File: src/rtl/i2p_pkg.sv
// ----------------------------------------------------------------------------
// i2p_pkg
// Shared types and character codes for the infix to postfix converter.
// ----------------------------------------------------------------------------
package i2p_pkg;

    localparam logic [7:0] CH_PLUS  = 8'h2B;
    localparam logic [7:0] CH_MINUS = 8'h2D;
    localparam logic [7:0] CH_MUL   = 8'h2A;
    localparam logic [7:0] CH_DIV   = 8'h2F;
    localparam logic [7:0] CH_MOD   = 8'h25;
    localparam logic [7:0] CH_OPEN  = 8'h28;
    localparam logic [7:0] CH_CLOSE = 8'h29;

    localparam logic [1:0] ERR_NONE      = 2'd0;
    localparam logic [1:0] ERR_OVERFLOW  = 2'd1;
    localparam logic [1:0] ERR_UNMATCHED = 2'd2;

    typedef enum logic [1:0] {
        CLS_OPERAND = 2'd0,
        CLS_OPEN    = 2'd1,
        CLS_CLOSE   = 2'd2,
        CLS_OPER    = 2'd3
    } char_class_t;

    typedef struct packed {
        logic [7:0]  ch;
        logic        last;
        char_class_t cls;
        logic        hi_prec;
    } item_t;

    function automatic logic is_low_prec(input logic [7:0] c);
        return (c == CH_PLUS) || (c == CH_MINUS);
    endfunction

endpackage

File: src/rtl/i2p_if.sv
// ----------------------------------------------------------------------------
// i2p_if
// Valid/ready channels for infix characters in and postfix results out.
// ----------------------------------------------------------------------------
interface i2p_in_if;
    logic       valid;
    logic       ready;
    logic [7:0] in_char;
    logic       end_of_expr;

    modport source (output valid, output in_char, output end_of_expr, input ready);
    modport sink   (input valid, input in_char, input end_of_expr, output ready);
endinterface

interface i2p_out_if;
    logic       valid;
    logic       ready;
    logic [7:0] out_char;
    logic       char_valid;
    logic       last_of_run;
    logic       expr_done;
    logic [1:0] error_code;

    modport source (output valid, output out_char, output char_valid,
                    output last_of_run, output expr_done, output error_code,
                    input ready);
    modport sink   (input valid, input out_char, input char_valid,
                    input last_of_run, input expr_done, input error_code,
                    output ready);
endinterface

File: src/rtl/i2p_ram.sv
// ----------------------------------------------------------------------------
// i2p_ram
// Generic single write port, single read port RAM with registered read data.
// ----------------------------------------------------------------------------
module i2p_ram #(
    parameter int WIDTH = 8,
    parameter int DEPTH = 32
) (
    input  logic                     clk,
    input  logic                     we,
    input  logic [$clog2(DEPTH)-1:0] waddr,
    input  logic [WIDTH-1:0]         wdata,
    input  logic [$clog2(DEPTH)-1:0] raddr,
    output logic [WIDTH-1:0]         rdata
);

    logic [WIDTH-1:0] mem [DEPTH];

    always_ff @(posedge clk)
    begin
        if (we)
        begin
            mem[waddr] <= wdata;
        end
        rdata <= mem[raddr];
    end

endmodule

File: src/rtl/i2p_front.sv
// ----------------------------------------------------------------------------
// i2p_front
// Accepts infix characters, classifies them and holds them in a two-entry
// queue for the stack engine.
// ----------------------------------------------------------------------------
module i2p_front
    import i2p_pkg::*;
(
    input  logic  clk,
    input  logic  rst_n,
    i2p_in_if.sink in_ch,
    output logic  q_valid,
    output item_t q_item,
    input  logic  q_pop
);

    item_t      slot_reg [2];
    logic       wr_ptr_reg;
    logic       rd_ptr_reg;
    logic [1:0] fill_reg;
    item_t      new_item;
    logic       push;

    always_comb
    begin
        new_item.ch      = in_ch.in_char;
        new_item.last    = in_ch.end_of_expr;
        new_item.hi_prec = !is_low_prec(in_ch.in_char);
        if (in_ch.in_char == CH_OPEN)
        begin
            new_item.cls = CLS_OPEN;
        end
        else if (in_ch.in_char == CH_CLOSE)
        begin
            new_item.cls = CLS_CLOSE;
        end
        else if (in_ch.in_char == CH_PLUS || in_ch.in_char == CH_MINUS
                 || in_ch.in_char == CH_MUL || in_ch.in_char == CH_DIV
                 || in_ch.in_char == CH_MOD)
        begin
            new_item.cls = CLS_OPER;
        end
        else
        begin
            new_item.cls = CLS_OPERAND;
        end
    end

    assign in_ch.ready = (fill_reg != 2'd2);
    assign push        = in_ch.valid && in_ch.ready;
    assign q_valid     = (fill_reg != 2'd0);
    assign q_item      = slot_reg[rd_ptr_reg];

    always_ff @(posedge clk)
    begin
        if (push)
        begin
            slot_reg[wr_ptr_reg] <= new_item;
        end
    end

    always_ff @(posedge clk or negedge rst_n)
    begin
        if (!rst_n)
        begin
            wr_ptr_reg <= 1'b0;
            rd_ptr_reg <= 1'b0;
            fill_reg   <= 2'd0;
        end
        else
        begin
            if (push)
            begin
                wr_ptr_reg <= !wr_ptr_reg;
            end
            if (q_pop)
            begin
                rd_ptr_reg <= !rd_ptr_reg;
            end
            fill_reg <= fill_reg + 2'(push) - 2'(q_pop);
        end
    end

endmodule

File: src/rtl/i2p_back.sv
// ----------------------------------------------------------------------------
// i2p_back
// Stack engine: pushes and pops the operator stack one entry per step and
// drives the registered result channel, holding one result back so that
// the last result of each item can be marked.
// ----------------------------------------------------------------------------
module i2p_back
    import i2p_pkg::*;
#(
    parameter int STACK_DEPTH = 32
) (
    input  logic           clk,
    input  logic           rst_n,
    input  logic           q_valid,
    input  item_t          q_item,
    output logic           q_pop,
    i2p_out_if.source      out_ch
);

    localparam int CW = $clog2(STACK_DEPTH + 1);
    localparam int AW = $clog2(STACK_DEPTH);

    typedef enum logic [4:0] {
        S_IDLE  = 5'b00001,
        S_STEP  = 5'b00010,
        S_LOAD  = 5'b00100,
        S_FLUSH = 5'b01000,
        S_FIN   = 5'b10000
    } state_t;

    state_t      state_reg, state_next;
    logic        ret_flush_reg, ret_flush_next;
    logic        ret_fin_reg, ret_fin_next;
    logic [CW-1:0] cnt_reg, cnt_next;
    logic [CW-1:0] open_reg, open_next;
    logic [7:0]  top_reg, top_next;
    item_t       item_reg, item_next;
    logic [1:0]  err_reg, err_next;
    logic        pend_valid_reg, pend_valid_next;
    logic [7:0]  pend_char_reg, pend_char_next;

    logic        out_valid_reg, out_valid_next;
    logic [7:0]  out_char_reg, out_char_next;
    logic        out_cv_reg, out_cv_next;
    logic        out_last_reg, out_last_next;
    logic        out_done_reg, out_done_next;
    logic [1:0]  out_err_reg, out_err_next;

    logic        can_send;
    logic        produce;
    logic [7:0]  produce_char;
    logic        do_pop;
    logic        snd;
    logic [7:0]  snd_char;
    logic        snd_cv;
    logic        snd_last;
    logic        full;
    logic        top_stays;
    logic        ram_we;
    logic [AW-1:0] ram_waddr;
    logic [AW-1:0] ram_raddr;
    logic [7:0]  ram_rdata;

    i2p_ram #(
        .WIDTH(8),
        .DEPTH(STACK_DEPTH)
    ) u_stack (
        .clk  (clk),
        .we   (ram_we),
        .waddr(ram_waddr),
        .wdata(item_reg.ch),
        .raddr(ram_raddr),
        .rdata(ram_rdata)
    );

    assign can_send  = !out_valid_reg || out_ch.ready;
    assign full      = (cnt_reg == CW'(STACK_DEPTH));
    assign ram_waddr = cnt_reg[AW-1:0];
    assign ram_raddr = AW'(cnt_reg - CW'(2));

    always_comb
    begin
        state_next      = state_reg;
        ret_flush_next  = ret_flush_reg;
        ret_fin_next    = ret_fin_reg;
        cnt_next        = cnt_reg;
        open_next       = open_reg;
        top_next        = top_reg;
        item_next       = item_reg;
        err_next        = err_reg;
        pend_valid_next = pend_valid_reg;
        pend_char_next  = pend_char_reg;
        q_pop           = 1'b0;
        produce         = 1'b0;
        produce_char    = top_reg;
        do_pop          = 1'b0;
        snd             = 1'b0;
        snd_char        = pend_char_reg;
        snd_cv          = 1'b1;
        snd_last        = 1'b0;
        ram_we          = 1'b0;
        top_stays       = 1'b0;

        case (state_reg)
            S_IDLE:
            begin
                if (q_valid)
                begin
                    q_pop      = 1'b1;
                    item_next  = q_item;
                    state_next = S_STEP;
                    err_next   = ERR_NONE;
                    if (q_item.cls == CLS_CLOSE && open_reg == '0)
                    begin
                        err_next = ERR_UNMATCHED;
                    end
                    else if (q_item.cls == CLS_OPEN && full)
                    begin
                        err_next = ERR_OVERFLOW;
                    end
                    else if (q_item.cls == CLS_OPER && full
                             && (top_reg == CH_OPEN
                                 || (is_low_prec(top_reg) && q_item.hi_prec)))
                    begin
                        err_next = ERR_OVERFLOW;
                    end
                end
            end
            S_STEP:
            begin
                if (can_send)
                begin
                    case (item_reg.cls)
                        CLS_OPERAND:
                        begin
                            produce      = 1'b1;
                            produce_char = item_reg.ch;
                            top_stays    = 1'b1;
                        end
                        CLS_OPEN:
                        begin
                            top_stays = 1'b1;
                            if (!full)
                            begin
                                ram_we    = 1'b1;
                                top_next  = item_reg.ch;
                                cnt_next  = cnt_reg + CW'(1);
                                open_next = open_reg + CW'(1);
                            end
                        end
                        CLS_CLOSE:
                        begin
                            if (cnt_reg == '0)
                            begin
                                top_stays = 1'b1;
                            end
                            else if (top_reg == CH_OPEN)
                            begin
                                do_pop    = 1'b1;
                                top_stays = 1'b1;
                            end
                            else
                            begin
                                produce = 1'b1;
                                do_pop  = 1'b1;
                            end
                        end
                        default:
                        begin
                            if (cnt_reg == '0 || top_reg == CH_OPEN
                                || (is_low_prec(top_reg) && item_reg.hi_prec))
                            begin
                                top_stays = 1'b1;
                                if (!full)
                                begin
                                    ram_we   = 1'b1;
                                    top_next = item_reg.ch;
                                    cnt_next = cnt_reg + CW'(1);
                                end
                            end
                            else
                            begin
                                produce = 1'b1;
                                do_pop  = 1'b1;
                            end
                        end
                    endcase
                    ret_flush_next = 1'b0;
                    if (top_stays)
                    begin
                        state_next = item_reg.last ? S_FLUSH : S_FIN;
                    end
                    else
                    begin
                        state_next = S_STEP;
                    end
                end
            end
            S_LOAD:
            begin
                top_next     = ram_rdata;
                ret_fin_next = 1'b0;
                if (ret_flush_reg)
                begin
                    state_next = S_FLUSH;
                end
                else if (ret_fin_reg)
                begin
                    state_next = S_FIN;
                end
                else
                begin
                    state_next = S_STEP;
                end
            end
            S_FLUSH:
            begin
                if (can_send)
                begin
                    ret_flush_next = 1'b1;
                    if (cnt_reg == '0)
                    begin
                        state_next = S_FIN;
                    end
                    else
                    begin
                        produce = (top_reg != CH_OPEN) && (top_reg != CH_CLOSE);
                        do_pop  = 1'b1;
                    end
                end
            end
            S_FIN:
            begin
                if (can_send)
                begin
                    state_next      = S_IDLE;
                    pend_valid_next = 1'b0;
                    snd_last        = 1'b1;
                    if (pend_valid_reg)
                    begin
                        snd = 1'b1;
                    end
                    else if (item_reg.last || err_reg != ERR_NONE)
                    begin
                        snd      = 1'b1;
                        snd_char = 8'h00;
                        snd_cv   = 1'b0;
                    end
                end
            end
            default:
            begin
                state_next = S_IDLE;
            end
        endcase

        if (do_pop)
        begin
            cnt_next = cnt_reg - CW'(1);
            if (top_reg == CH_OPEN)
            begin
                open_next = open_reg - CW'(1);
            end
            if (cnt_reg > CW'(1))
            begin
                state_next = S_LOAD;
                if (state_reg == S_STEP && item_reg.cls == CLS_CLOSE
                    && top_reg == CH_OPEN)
                begin
                    ret_flush_next = item_reg.last;
                    ret_fin_next   = !item_reg.last;
                end
            end
            else if (state_reg == S_FLUSH)
            begin
                state_next = S_FLUSH;
            end
            else if (item_reg.cls == CLS_CLOSE && top_reg == CH_OPEN)
            begin
                state_next = item_reg.last ? S_FLUSH : S_FIN;
            end
            else
            begin
                state_next = S_STEP;
            end
        end

        if (produce)
        begin
            if (pend_valid_reg)
            begin
                snd = 1'b1;
            end
            pend_valid_next = 1'b1;
            pend_char_next  = produce_char;
        end

        out_valid_next = out_valid_reg;
        out_char_next  = out_char_reg;
        out_cv_next    = out_cv_reg;
        out_last_next  = out_last_reg;
        out_done_next  = out_done_reg;
        out_err_next   = out_err_reg;
        if (snd)
        begin
            out_valid_next = 1'b1;
            out_char_next  = snd_char;
            out_cv_next    = snd_cv;
            out_last_next  = snd_last;
            out_done_next  = snd_last && item_reg.last;
            out_err_next   = err_reg;
        end
        else if (out_ch.ready)
        begin
            out_valid_next = 1'b0;
        end
    end

    always_ff @(posedge clk)
    begin
        top_reg       <= top_next;
        item_reg      <= item_next;
        err_reg       <= err_next;
        pend_char_reg <= pend_char_next;
        out_char_reg  <= out_char_next;
        out_cv_reg    <= out_cv_next;
        out_last_reg  <= out_last_next;
        out_done_reg  <= out_done_next;
        out_err_reg   <= out_err_next;
    end

    always_ff @(posedge clk or negedge rst_n)
    begin
        if (!rst_n)
        begin
            state_reg      <= S_IDLE;
            ret_flush_reg  <= 1'b0;
            ret_fin_reg    <= 1'b0;
            cnt_reg        <= '0;
            open_reg       <= '0;
            pend_valid_reg <= 1'b0;
            out_valid_reg  <= 1'b0;
        end
        else
        begin
            state_reg      <= state_next;
            ret_flush_reg  <= ret_flush_next;
            ret_fin_reg    <= ret_fin_next;
            cnt_reg        <= cnt_next;
            open_reg       <= open_next;
            pend_valid_reg <= pend_valid_next;
            out_valid_reg  <= out_valid_next;
        end
    end

    assign out_ch.valid       = out_valid_reg;
    assign out_ch.out_char    = out_char_reg;
    assign out_ch.char_valid  = out_cv_reg;
    assign out_ch.last_of_run = out_last_reg;
    assign out_ch.expr_done   = out_done_reg;
    assign out_ch.error_code  = out_err_reg;

endmodule

File: src/rtl/infix_to_postfix_converter.sv
// ----------------------------------------------------------------------------
// infix_to_postfix_converter
// Shunting-yard infix to postfix converter with an operator stack in RAM.
//
// in_ch carries one infix byte per transfer with end_of_expr on the final
// byte; out_ch carries postfix results (out_char, char_valid, last_of_run,
// expr_done, error_code), one or more per input transfer or none.
// A two-entry queue takes input transfers while the stack engine works.
// An operand passes through take, step and finish states; the end of an
// expression adds a flush state, and each stack pop adds a load state, in
// which the registered read of the stack RAM fetches the new top entry,
// unless the pop empties the stack.
// The engine holds one result back to mark the last of each run, so a
// result leaves once the next is known or the run ends.
// Reset empties the stack and the queue and drops any held result; no
// clearing pass runs. When out_ch stalls, the engine and then the queue
// hold, and in_ch.ready falls once the queue is full.
// ----------------------------------------------------------------------------
module infix_to_postfix_converter
    import i2p_pkg::*;
#(
    parameter int STACK_DEPTH = 32
) (
    input  logic       clk,
    input  logic       rst_n,
    i2p_in_if.sink     in_ch,
    i2p_out_if.source  out_ch
);

    logic  q_valid;
    item_t q_item;
    logic  q_pop;

    i2p_front u_front (
        .clk    (clk),
        .rst_n  (rst_n),
        .in_ch  (in_ch),
        .q_valid(q_valid),
        .q_item (q_item),
        .q_pop  (q_pop)
    );

    i2p_back #(
        .STACK_DEPTH(STACK_DEPTH)
    ) u_back (
        .clk    (clk),
        .rst_n  (rst_n),
        .q_valid(q_valid),
        .q_item (q_item),
        .q_pop  (q_pop),
        .out_ch (out_ch)
    );

endmodule

File: src/flat_wrapper.sv
// flat-port wrapper written by rule: the top's interface ports become plain ports
module infix_to_postfix_converter_flat import i2p_pkg::*;
#(
    parameter int STACK_DEPTH = 32
)
  (clk, rst_n, in_ch_valid, in_ch_in_char, in_ch_end_of_expr, in_ch_ready, out_ch_valid, out_ch_out_char, out_ch_char_valid, out_ch_last_of_run, out_ch_expr_done, out_ch_error_code, out_ch_ready);
  i2p_in_if in_ch_i ();
  i2p_out_if out_ch_i ();
  input  logic clk;
  input  logic rst_n;
  input wire logic [$bits(in_ch_i.valid)-1:0] in_ch_valid;
  input wire logic [$bits(in_ch_i.in_char)-1:0] in_ch_in_char;
  input wire logic [$bits(in_ch_i.end_of_expr)-1:0] in_ch_end_of_expr;
  output wire logic [$bits(in_ch_i.ready)-1:0] in_ch_ready;
  output wire logic [$bits(out_ch_i.valid)-1:0] out_ch_valid;
  output wire logic [$bits(out_ch_i.out_char)-1:0] out_ch_out_char;
  output wire logic [$bits(out_ch_i.char_valid)-1:0] out_ch_char_valid;
  output wire logic [$bits(out_ch_i.last_of_run)-1:0] out_ch_last_of_run;
  output wire logic [$bits(out_ch_i.expr_done)-1:0] out_ch_expr_done;
  output wire logic [$bits(out_ch_i.error_code)-1:0] out_ch_error_code;
  input wire logic [$bits(out_ch_i.ready)-1:0] out_ch_ready;
  assign in_ch_i.valid = in_ch_valid;
  assign in_ch_i.in_char = in_ch_in_char;
  assign in_ch_i.end_of_expr = in_ch_end_of_expr;
  assign in_ch_ready = in_ch_i.ready;
  assign out_ch_valid = out_ch_i.valid;
  assign out_ch_out_char = out_ch_i.out_char;
  assign out_ch_char_valid = out_ch_i.char_valid;
  assign out_ch_last_of_run = out_ch_i.last_of_run;
  assign out_ch_expr_done = out_ch_i.expr_done;
  assign out_ch_error_code = out_ch_i.error_code;
  assign out_ch_i.ready = out_ch_ready;
  infix_to_postfix_converter #(.STACK_DEPTH(STACK_DEPTH)) u_core (.clk(clk), .rst_n(rst_n), .in_ch(in_ch_i), .out_ch(out_ch_i));
endmodule
File: config.mk
export PLATFORM = sky130hd
export DESIGN_NAME = infix_to_postfix_converter_flat
export DESIGN_NICKNAME = d
export VERILOG_FILES = /design/src/rtl/i2p_pkg.sv /design/src/rtl/i2p_if.sv /design/src/rtl/i2p_ram.sv /design/src/rtl/i2p_front.sv /design/src/rtl/i2p_back.sv /design/src/rtl/infix_to_postfix_converter.sv /design/src/flat_wrapper.sv
export SDC_FILE = /design/constraint.sdc
export NUM_CORES = 1
export LEC_CHECK = 0
export BUFFER_PORTS_ARGS = -buffer_cell sky130_fd_sc_hd__buf_2
export CORE_AREA = 3 3 190 192
export DETAILED_ROUTE_END_ITERATION = 7
export DIE_AREA = 0 0 193 195
export GPL_ROUTABILITY_DRIVEN = 1
export PLACE_DENSITY = 0.59
export SYNTH_ARGS = -nofsm -noshare
export SYNTH_HDL_FRONTEND = slang
export SYNTH_SLANG_ARGS = --single-unit
File: constraint.sdc
create_clock -name clk -period 5 [get_ports clk]
set_clock_uncertainty 0.15 [all_clocks]
set_input_delay 0.75 -clock clk [delete_from_list [all_inputs] [get_ports clk]]
set_output_delay 0.75 -clock clk [all_outputs]
set_load 0.01 [all_outputs]
==> impl_metrics.yaml, run 1 <==
status:
  run_status: "finished, final reports clean"
logic_synthesis:
  synthMostInstantiatedCell: "edfxtp_1"
  synthMuxAreaShare_pct: 15.34
  syn-cell-area_um2: 14510
  yosys_register_bits: 356
  ys_top_cells_by_area: "edfxtp_1, mux4_2, dfrtp_1"
  synthTopCellsByCount: "edfxtp_1, mux4_2, nor2_1"
  netlist_instances: 773
  synth-edff-count: 323
  yosys.area_share.simple_pct: 5.888
  synth_area_per_cell_um2: 18.78
  async_flop_share_pct: 7.022
  ys_types: 62
  synth_seq_area_share_pct: 72.25
  synth_compound_area_share_pct: 2.586
  synth-xor-area-share_pct: 1.207
  synth_ff_type: "edfxtp_1"
  synth_top_cell_by_area: "edfxtp_1"
  synth_top_family_by_area: "multiplexers"
  synth_fp_nets: 799
  ys.warnings.count: 0
  yosys.area.top_type_share_pct: 66.83
  synth_fa_ha_area_share_pct: 1.121
finish:
  antenna_cells: 0
  nNetsFinal: 846
  syn2layout_area_growth_pct: 12.71
  drive_above_1_share_pct: 26.54
  finish.utilization_pct: 47.36
  layoutNonFillerInstCount: 1299
  largest_reg_flops: 256
  fin_area_um2: 16360
grt:
  grtUsageMet2_pct: 26.07
  grtUsageMet3_pct: 2.711
  grt_max_degree: 70
  grt_pass1_vias: 7243
  grt_pass1_wl_mm: 47.32
  antenna_found_initial: 0
  use_met1_pct: 25.75
  grt_remaining_overflow: 0
  busiest_layer: "met2"
  grt_use_total_pct: 16.97
timing:
  drv_slew: 0
  setup_viol: 0
  worstMarginPinSlew_ns: 1.083
  fin_crit_sh_pct: 73.53
  relSlewSlack_pct: 27.53
  fin_hold_ws_ns: 0.08866
  tns_ns: 0
  rsz0062_at_grt: "false"
  min_period_ns: 3.677
  finalHoldViolCount: 0
  timing.final.ws_setup_ns: 1.323
  fmax_mhz: 272.0
routing:
  drt_iter0_drc: 755
  drtAntennaViolNets: 0
  viasPerCell: 5.543
  vias: 7201
  wl_per_cell_um: 23.98
  drcViolationCount: 0
  routed_wirelength_mm: 31.14
  first_pass_iters: 5
power_and_ir_drop:
  power_mw: 9.986
  vdd_ir_drop_max_mv: 0.3173
  p_per_area_nw_per_um2: 610.5
  leakage_nw: 5.335
flow_run:
  drv_cap: 0
critical_path:
  path_class: "flop to flop"
  cp.required_ns: 4.99
  crit_path_top_delay_cell: "nor2_1"
  crit_chain: "inv_1 > ha_1 > nand2_1 > o211ai_1 > or2_2 > nor2_1 > nand2_1 > nor2_1"
  worst-r2r-cell-count: 8
  reg2reg_slack_ns: 1.32
  crit_arrival_ns: 3.67
  r2r_start: "u_core.u_back.cnt_reg[0]"
  critPathMaxStageDelay_ns: 0.68
  path_max_fanout: 23
  start_kind: "flop"
  startpoint: "u_core.u_back.cnt_reg[0]"
  critical_path.endpoint_type: "flop"
  r2r_end: "u_core.u_back.u_stack.mem[30][4]"
  crit_path_end: "u_core.u_back.u_stack.mem[30][4]"
floorplanning:
  die_w_um: 193
  core_area_um2: 34540
  rows: 68
  boundaryPins: 28
  die-area_um2: 37640
  die_h_um: 195
  start_util_pct: 42.02
clocking:
  cts_inserted_buffers: 38
  clkSinkCount: 356
  root_buffer: "clkbuf_16"
  path_clk_slew_ns: 0.06
  postCtsHoldBufs: 0
  postCtsSetupRepairBufs: 0
  ctsResizeCount: 0
  htreeDepth: 2
  clock_latency_ns: 0.53
  clk_path_buf_depth: 3
  cts_tree: "yes"
place:
  placed_area_um2: 15140
  place_congestion: 0.8532
  dp_hpwl_mm: 19.23
  pre_cts_slack_ns: 1.309
  port_buffers: 27
  placed_cells_incl_taps: 1235
min_path:
  hold_path.class: "input port to async pin"
==> final cells by class <==
cell class | instances | area (um2)
Tap cell | 455 | 569.3
Fill cell | 2932 | 18180
Multi-Input combinational cell | 369 | 3795
Inverter | 15 | 56.30
Sequential cell | 356 | 10490
Timing Repair Buffer | 40 | 232.7
Clock inverter | 19 | 195.2
Clock buffer | 45 | 1018
==> report_power, final <==
group	switching (mW)	internal [mW]
Sequential	0.313	3.95
Combinational	1.71	1.28
Clock	1.12	1.61
Total	3.15	6.84
==> critical path, delay by kind of cell, from the launching register on <==
kind | cells | cell delay, ns
AOI/OAI and AO/OA | 1 | 0.12
adders and majority gates | 1 | 0.26
buffers and inverters | 1 | 0.15
DFF | 1 | 0.67
and+or+nand+nor | 5 | 1.95
==> cells by family (layout without fill, tap and decap cells) <==
family	Yosys count	count (layout)
flops	356	356
simple gates	164	164
mux	118	118
compound gates	54	54
buf+inv	48	119
xor+xnor	20	20
fa+ha+maj	13	13
==> worst min-delay path by stage <==
| stage | endpoint | cells after the start |
|---|---|---|
| after floorplan | u_core.u_back.out_ch.error_code[0] | 0 |
| after global placement | u_core.u_back.u_stack.mem[3][5] | 0 |
| after detailed placement | u_core.u_back.open_reg[5] | 1 |
| after CTS | u_core.u_back.state_reg[2] | 1 |
| after global routing | u_core.u_back.state_reg[2] | 1 |
| final | u_core.u_back.state_reg[2] | 1 |
==> metal layers <==
metal  vias up  part of all wire [%]  routed length [um]
met4         0                   1.6                 502
met2       246                    47               14690
met3        35                   5.6                1734
li1       3193                     -                   -
met1      3727                    46               14220
met5         -                     0                   0
==> placed cells by master, fill, tap and decap left out, types with 9 or more instances in the layout <==
cell type and count:
a21oi_1 12, buf_2 27, buf_4 13, clkbuf_16 39, dfrtp_1 22, edfxtp_1 323
ha_1 13, inv_1 15, mux2_2 36, mux4_2 80, nand2_1 20, nand3_1 14
nor2_1 61, nor2b_1 15, nor3_1 9, xnor2_1 15
(Power assumes the default switching activity.)
==> run 2, diff against run 1 <==
ABC_AREA = 1   (was default)
CORE_AREA = 3 3 194 196   (was 3 3 190 192)
DIE_AREA = 0 0 197 199   (was 0 0 193 195)
clock period = 3.77 ns   (was 5 ns; I/O delays follow)
==> impl_metrics.yaml, run 2 <==
floorplanning:
  die-area_um2: 39200
  core_area_um2: 36260
  die_h_um: 199
  boundaryPins: 28
  die_w_um: 197
  start_util_pct: 41.66
  rows: 70
routing:
  routed_wirelength_mm: 35.81
  first_pass_iters: 5
  vias: 9693
  drt_iter0_drc: 841
  drtAntennaViolNets: 0
  wl_per_cell_um: 20.17
  drcViolationCount: 0
  viasPerCell: 5.461
timing:
  fmax_mhz: 319.5
  worstMarginPinSlew_ns: 1.122
  finalHoldViolCount: 0
  drv_slew: 0
  fin_crit_sh_pct: 83.02
  setup_viol: 0
  rsz0062_at_grt: "false"
  relSlewSlack_pct: 24.91
  min_period_ns: 3.130
  tns_ns: 0
  fin_hold_ws_ns: 0.07622
logic_synthesis:
  synthTopCellsByCount: "edfxtp_1, nor2_1, nand2_1"
  async_flop_share_pct: 7.022
  yosys_register_bits: 356
  ys.warnings.count: 0
  netlist_instances: 1249
  ys_top_cells_by_area: "edfxtp_1, nor2_1, o21ai_0"
  synth_fp_nets: 1275
  synth_ff_type: "edfxtp_1"
  synth_area_per_cell_um2: 12.09
  synth-edff-count: 323
  synth_seq_area_share_pct: 69.43
  syn-cell-area_um2: 15100
  synth_top_cell_by_area: "edfxtp_1"
  yosys.area.top_type_share_pct: 64.21
  synthMostInstantiatedCell: "edfxtp_1"
  ys_types: 52
status:
  run_status: "finished, final reports clean"
finish:
  drive_above_1_share_pct: 10.94
  final_common_cell: "edfxtp_1"
  nNetsFinal: 1304
  largest_reg_flops: 256
  syn2layout_area_growth_pct: 12.21
  layoutNonFillerInstCount: 1775
  fin_area_um2: 16950
  layout_common_cells: "edfxtp_1, nor2_1, nand2_1"
  antenna_cells: 0
critical_path:
  worst-r2r-cell-count: 10
  crit_arrival_ns: 3.45
  path_max_fanout: 66
  path_class: "flop to flop"
  start_kind: "flop"
  cp.required_ns: 4.09
  critical_path.endpoint_type: "flop"
place:
  placed_cells_incl_taps: 1705
  place_congestion: 0.8236
  port_buffers: 27
  dp_hpwl_mm: 22.10
  placed_area_um2: 15710
grt:
  grt_remaining_overflow: 0
  grt_pass1_wl_mm: 55.77
  grt_use_total_pct: 18.46
  antenna_found_initial: 1
  grt_pass1_vias: 9475
  grt_max_degree: 100
flow_run:
  drv_cap: 0
power_and_ir_drop:
  leakage_nw: 5.965
  p_per_area_nw_per_um2: 840.2
  vdd_ir_drop_max_mv: 0.4404
min_path:
  whs_path_depth: 1
  hold_path.class: "input port to flop"
clocking:
  path_clk_slew_ns: 0.06
  htreeDepth: 2
  cts_tree: "yes"
  clock_latency_ns: 0.54
  clk_path_buf_depth: 3
  clkSinkCount: 356
  root_buffer: "clkbuf_16"
  cts_inserted_buffers: 38
  postCtsSetupRepairBufs: 0
## run 2: logic make-up (layout without fill, tap and decap cells)
logic type               after synthesis  in the layout  synth area share [%]
AO/OA/AOI/OAI                        260            260                 10.73
XOR/XNOR                              18             18                 1.094
adder cells (fa/ha/maj)               13             13                 1.077
buffers and inverters                139            197                 3.918
flip-flops                           356            356                 69.43
multiplexers                          11             11                0.8118
AND/OR/NAND/NOR                      452            452                 12.95
## run 2: path summary, 6_finish.rpt
check | startpoint | endpoint | slack (ns)
hold / removal | in_ch_end_of_expr | u_core.u_front.slot_reg[0][3] | 0.08
hold reg to reg | u_core.u_back.err_reg[0] | u_core.u_back.out_ch.error_code[0] | 0.35
setup / recovery | u_core.u_back.cnt_reg[0] | u_core.u_back.state_reg[1] | 0.64
setup reg to reg | u_core.u_back.cnt_reg[0] | u_core.u_back.state_reg[1] | 0.64
max in group asynchronous | rst_n | u_core.u_back.cnt_reg[0] | 2.55
min in group asynchronous | rst_n | u_core.u_back.ret_flush_reg | 0.45
## run 2: final cells by class
cell class                      instances  area (um2)
Clock inverter                         23       246.5
Clock buffer                           46       980.9
Fill cell                            3281       19310
Tap cell                              468       585.6
Inverter                               78       296.5
Multi-Input combinational cell        754        4026
Timing Repair Buffer                   50       322.8
Sequential cell                       356       10490
## run 2: power by group
group	internal (mW)	switching, mW	total, mW
combinational	1.42	3.45	4.87
clock	2.20	1.49	3.69
sequential	5.27	0.413	5.68
total	8.89	5.35	14.2
## run 2: metrics by stage
stage               setup WS (ns)  utilization [%]  power (mW)
floorplan                  0.9026                -       8.889
global placement           0.7426            43.33       10.60
detailed placement         0.7056            43.33       10.61
CTS                        0.6829            46.74       14.30
global route               0.3864            46.74       15.05
finish                     0.6401            46.74       14.24
## run 2: repair_timing
item                                   4_1_cts  5_1_grt
endpoints found under the hold margin       24        0
hold buffers                                 1        0
resized for setup                            0        0
## run 2: critical path, cell delays in order (launching register included)
cell and delay [ns]:
dfrtp_4 0.48, clkinv_2 0.06, buf_4 0.49, buf_4 0.66, ha_1 0.36, o21ai_0 0.29
nor3_1 0.25, nand2_1 0.07, nand2_1 0.08, nand2_1 0.05, nand2_1 0.05
## run 2: layer usage
metal	global-route usage [%]	vias up	part of all wire, %
met4	5.385	0	2.2
met3	2.795	52	6.2
li1	-	4554	-
met1	26.45	4755	45
met5	0	-	0
met2	29.54	332	47
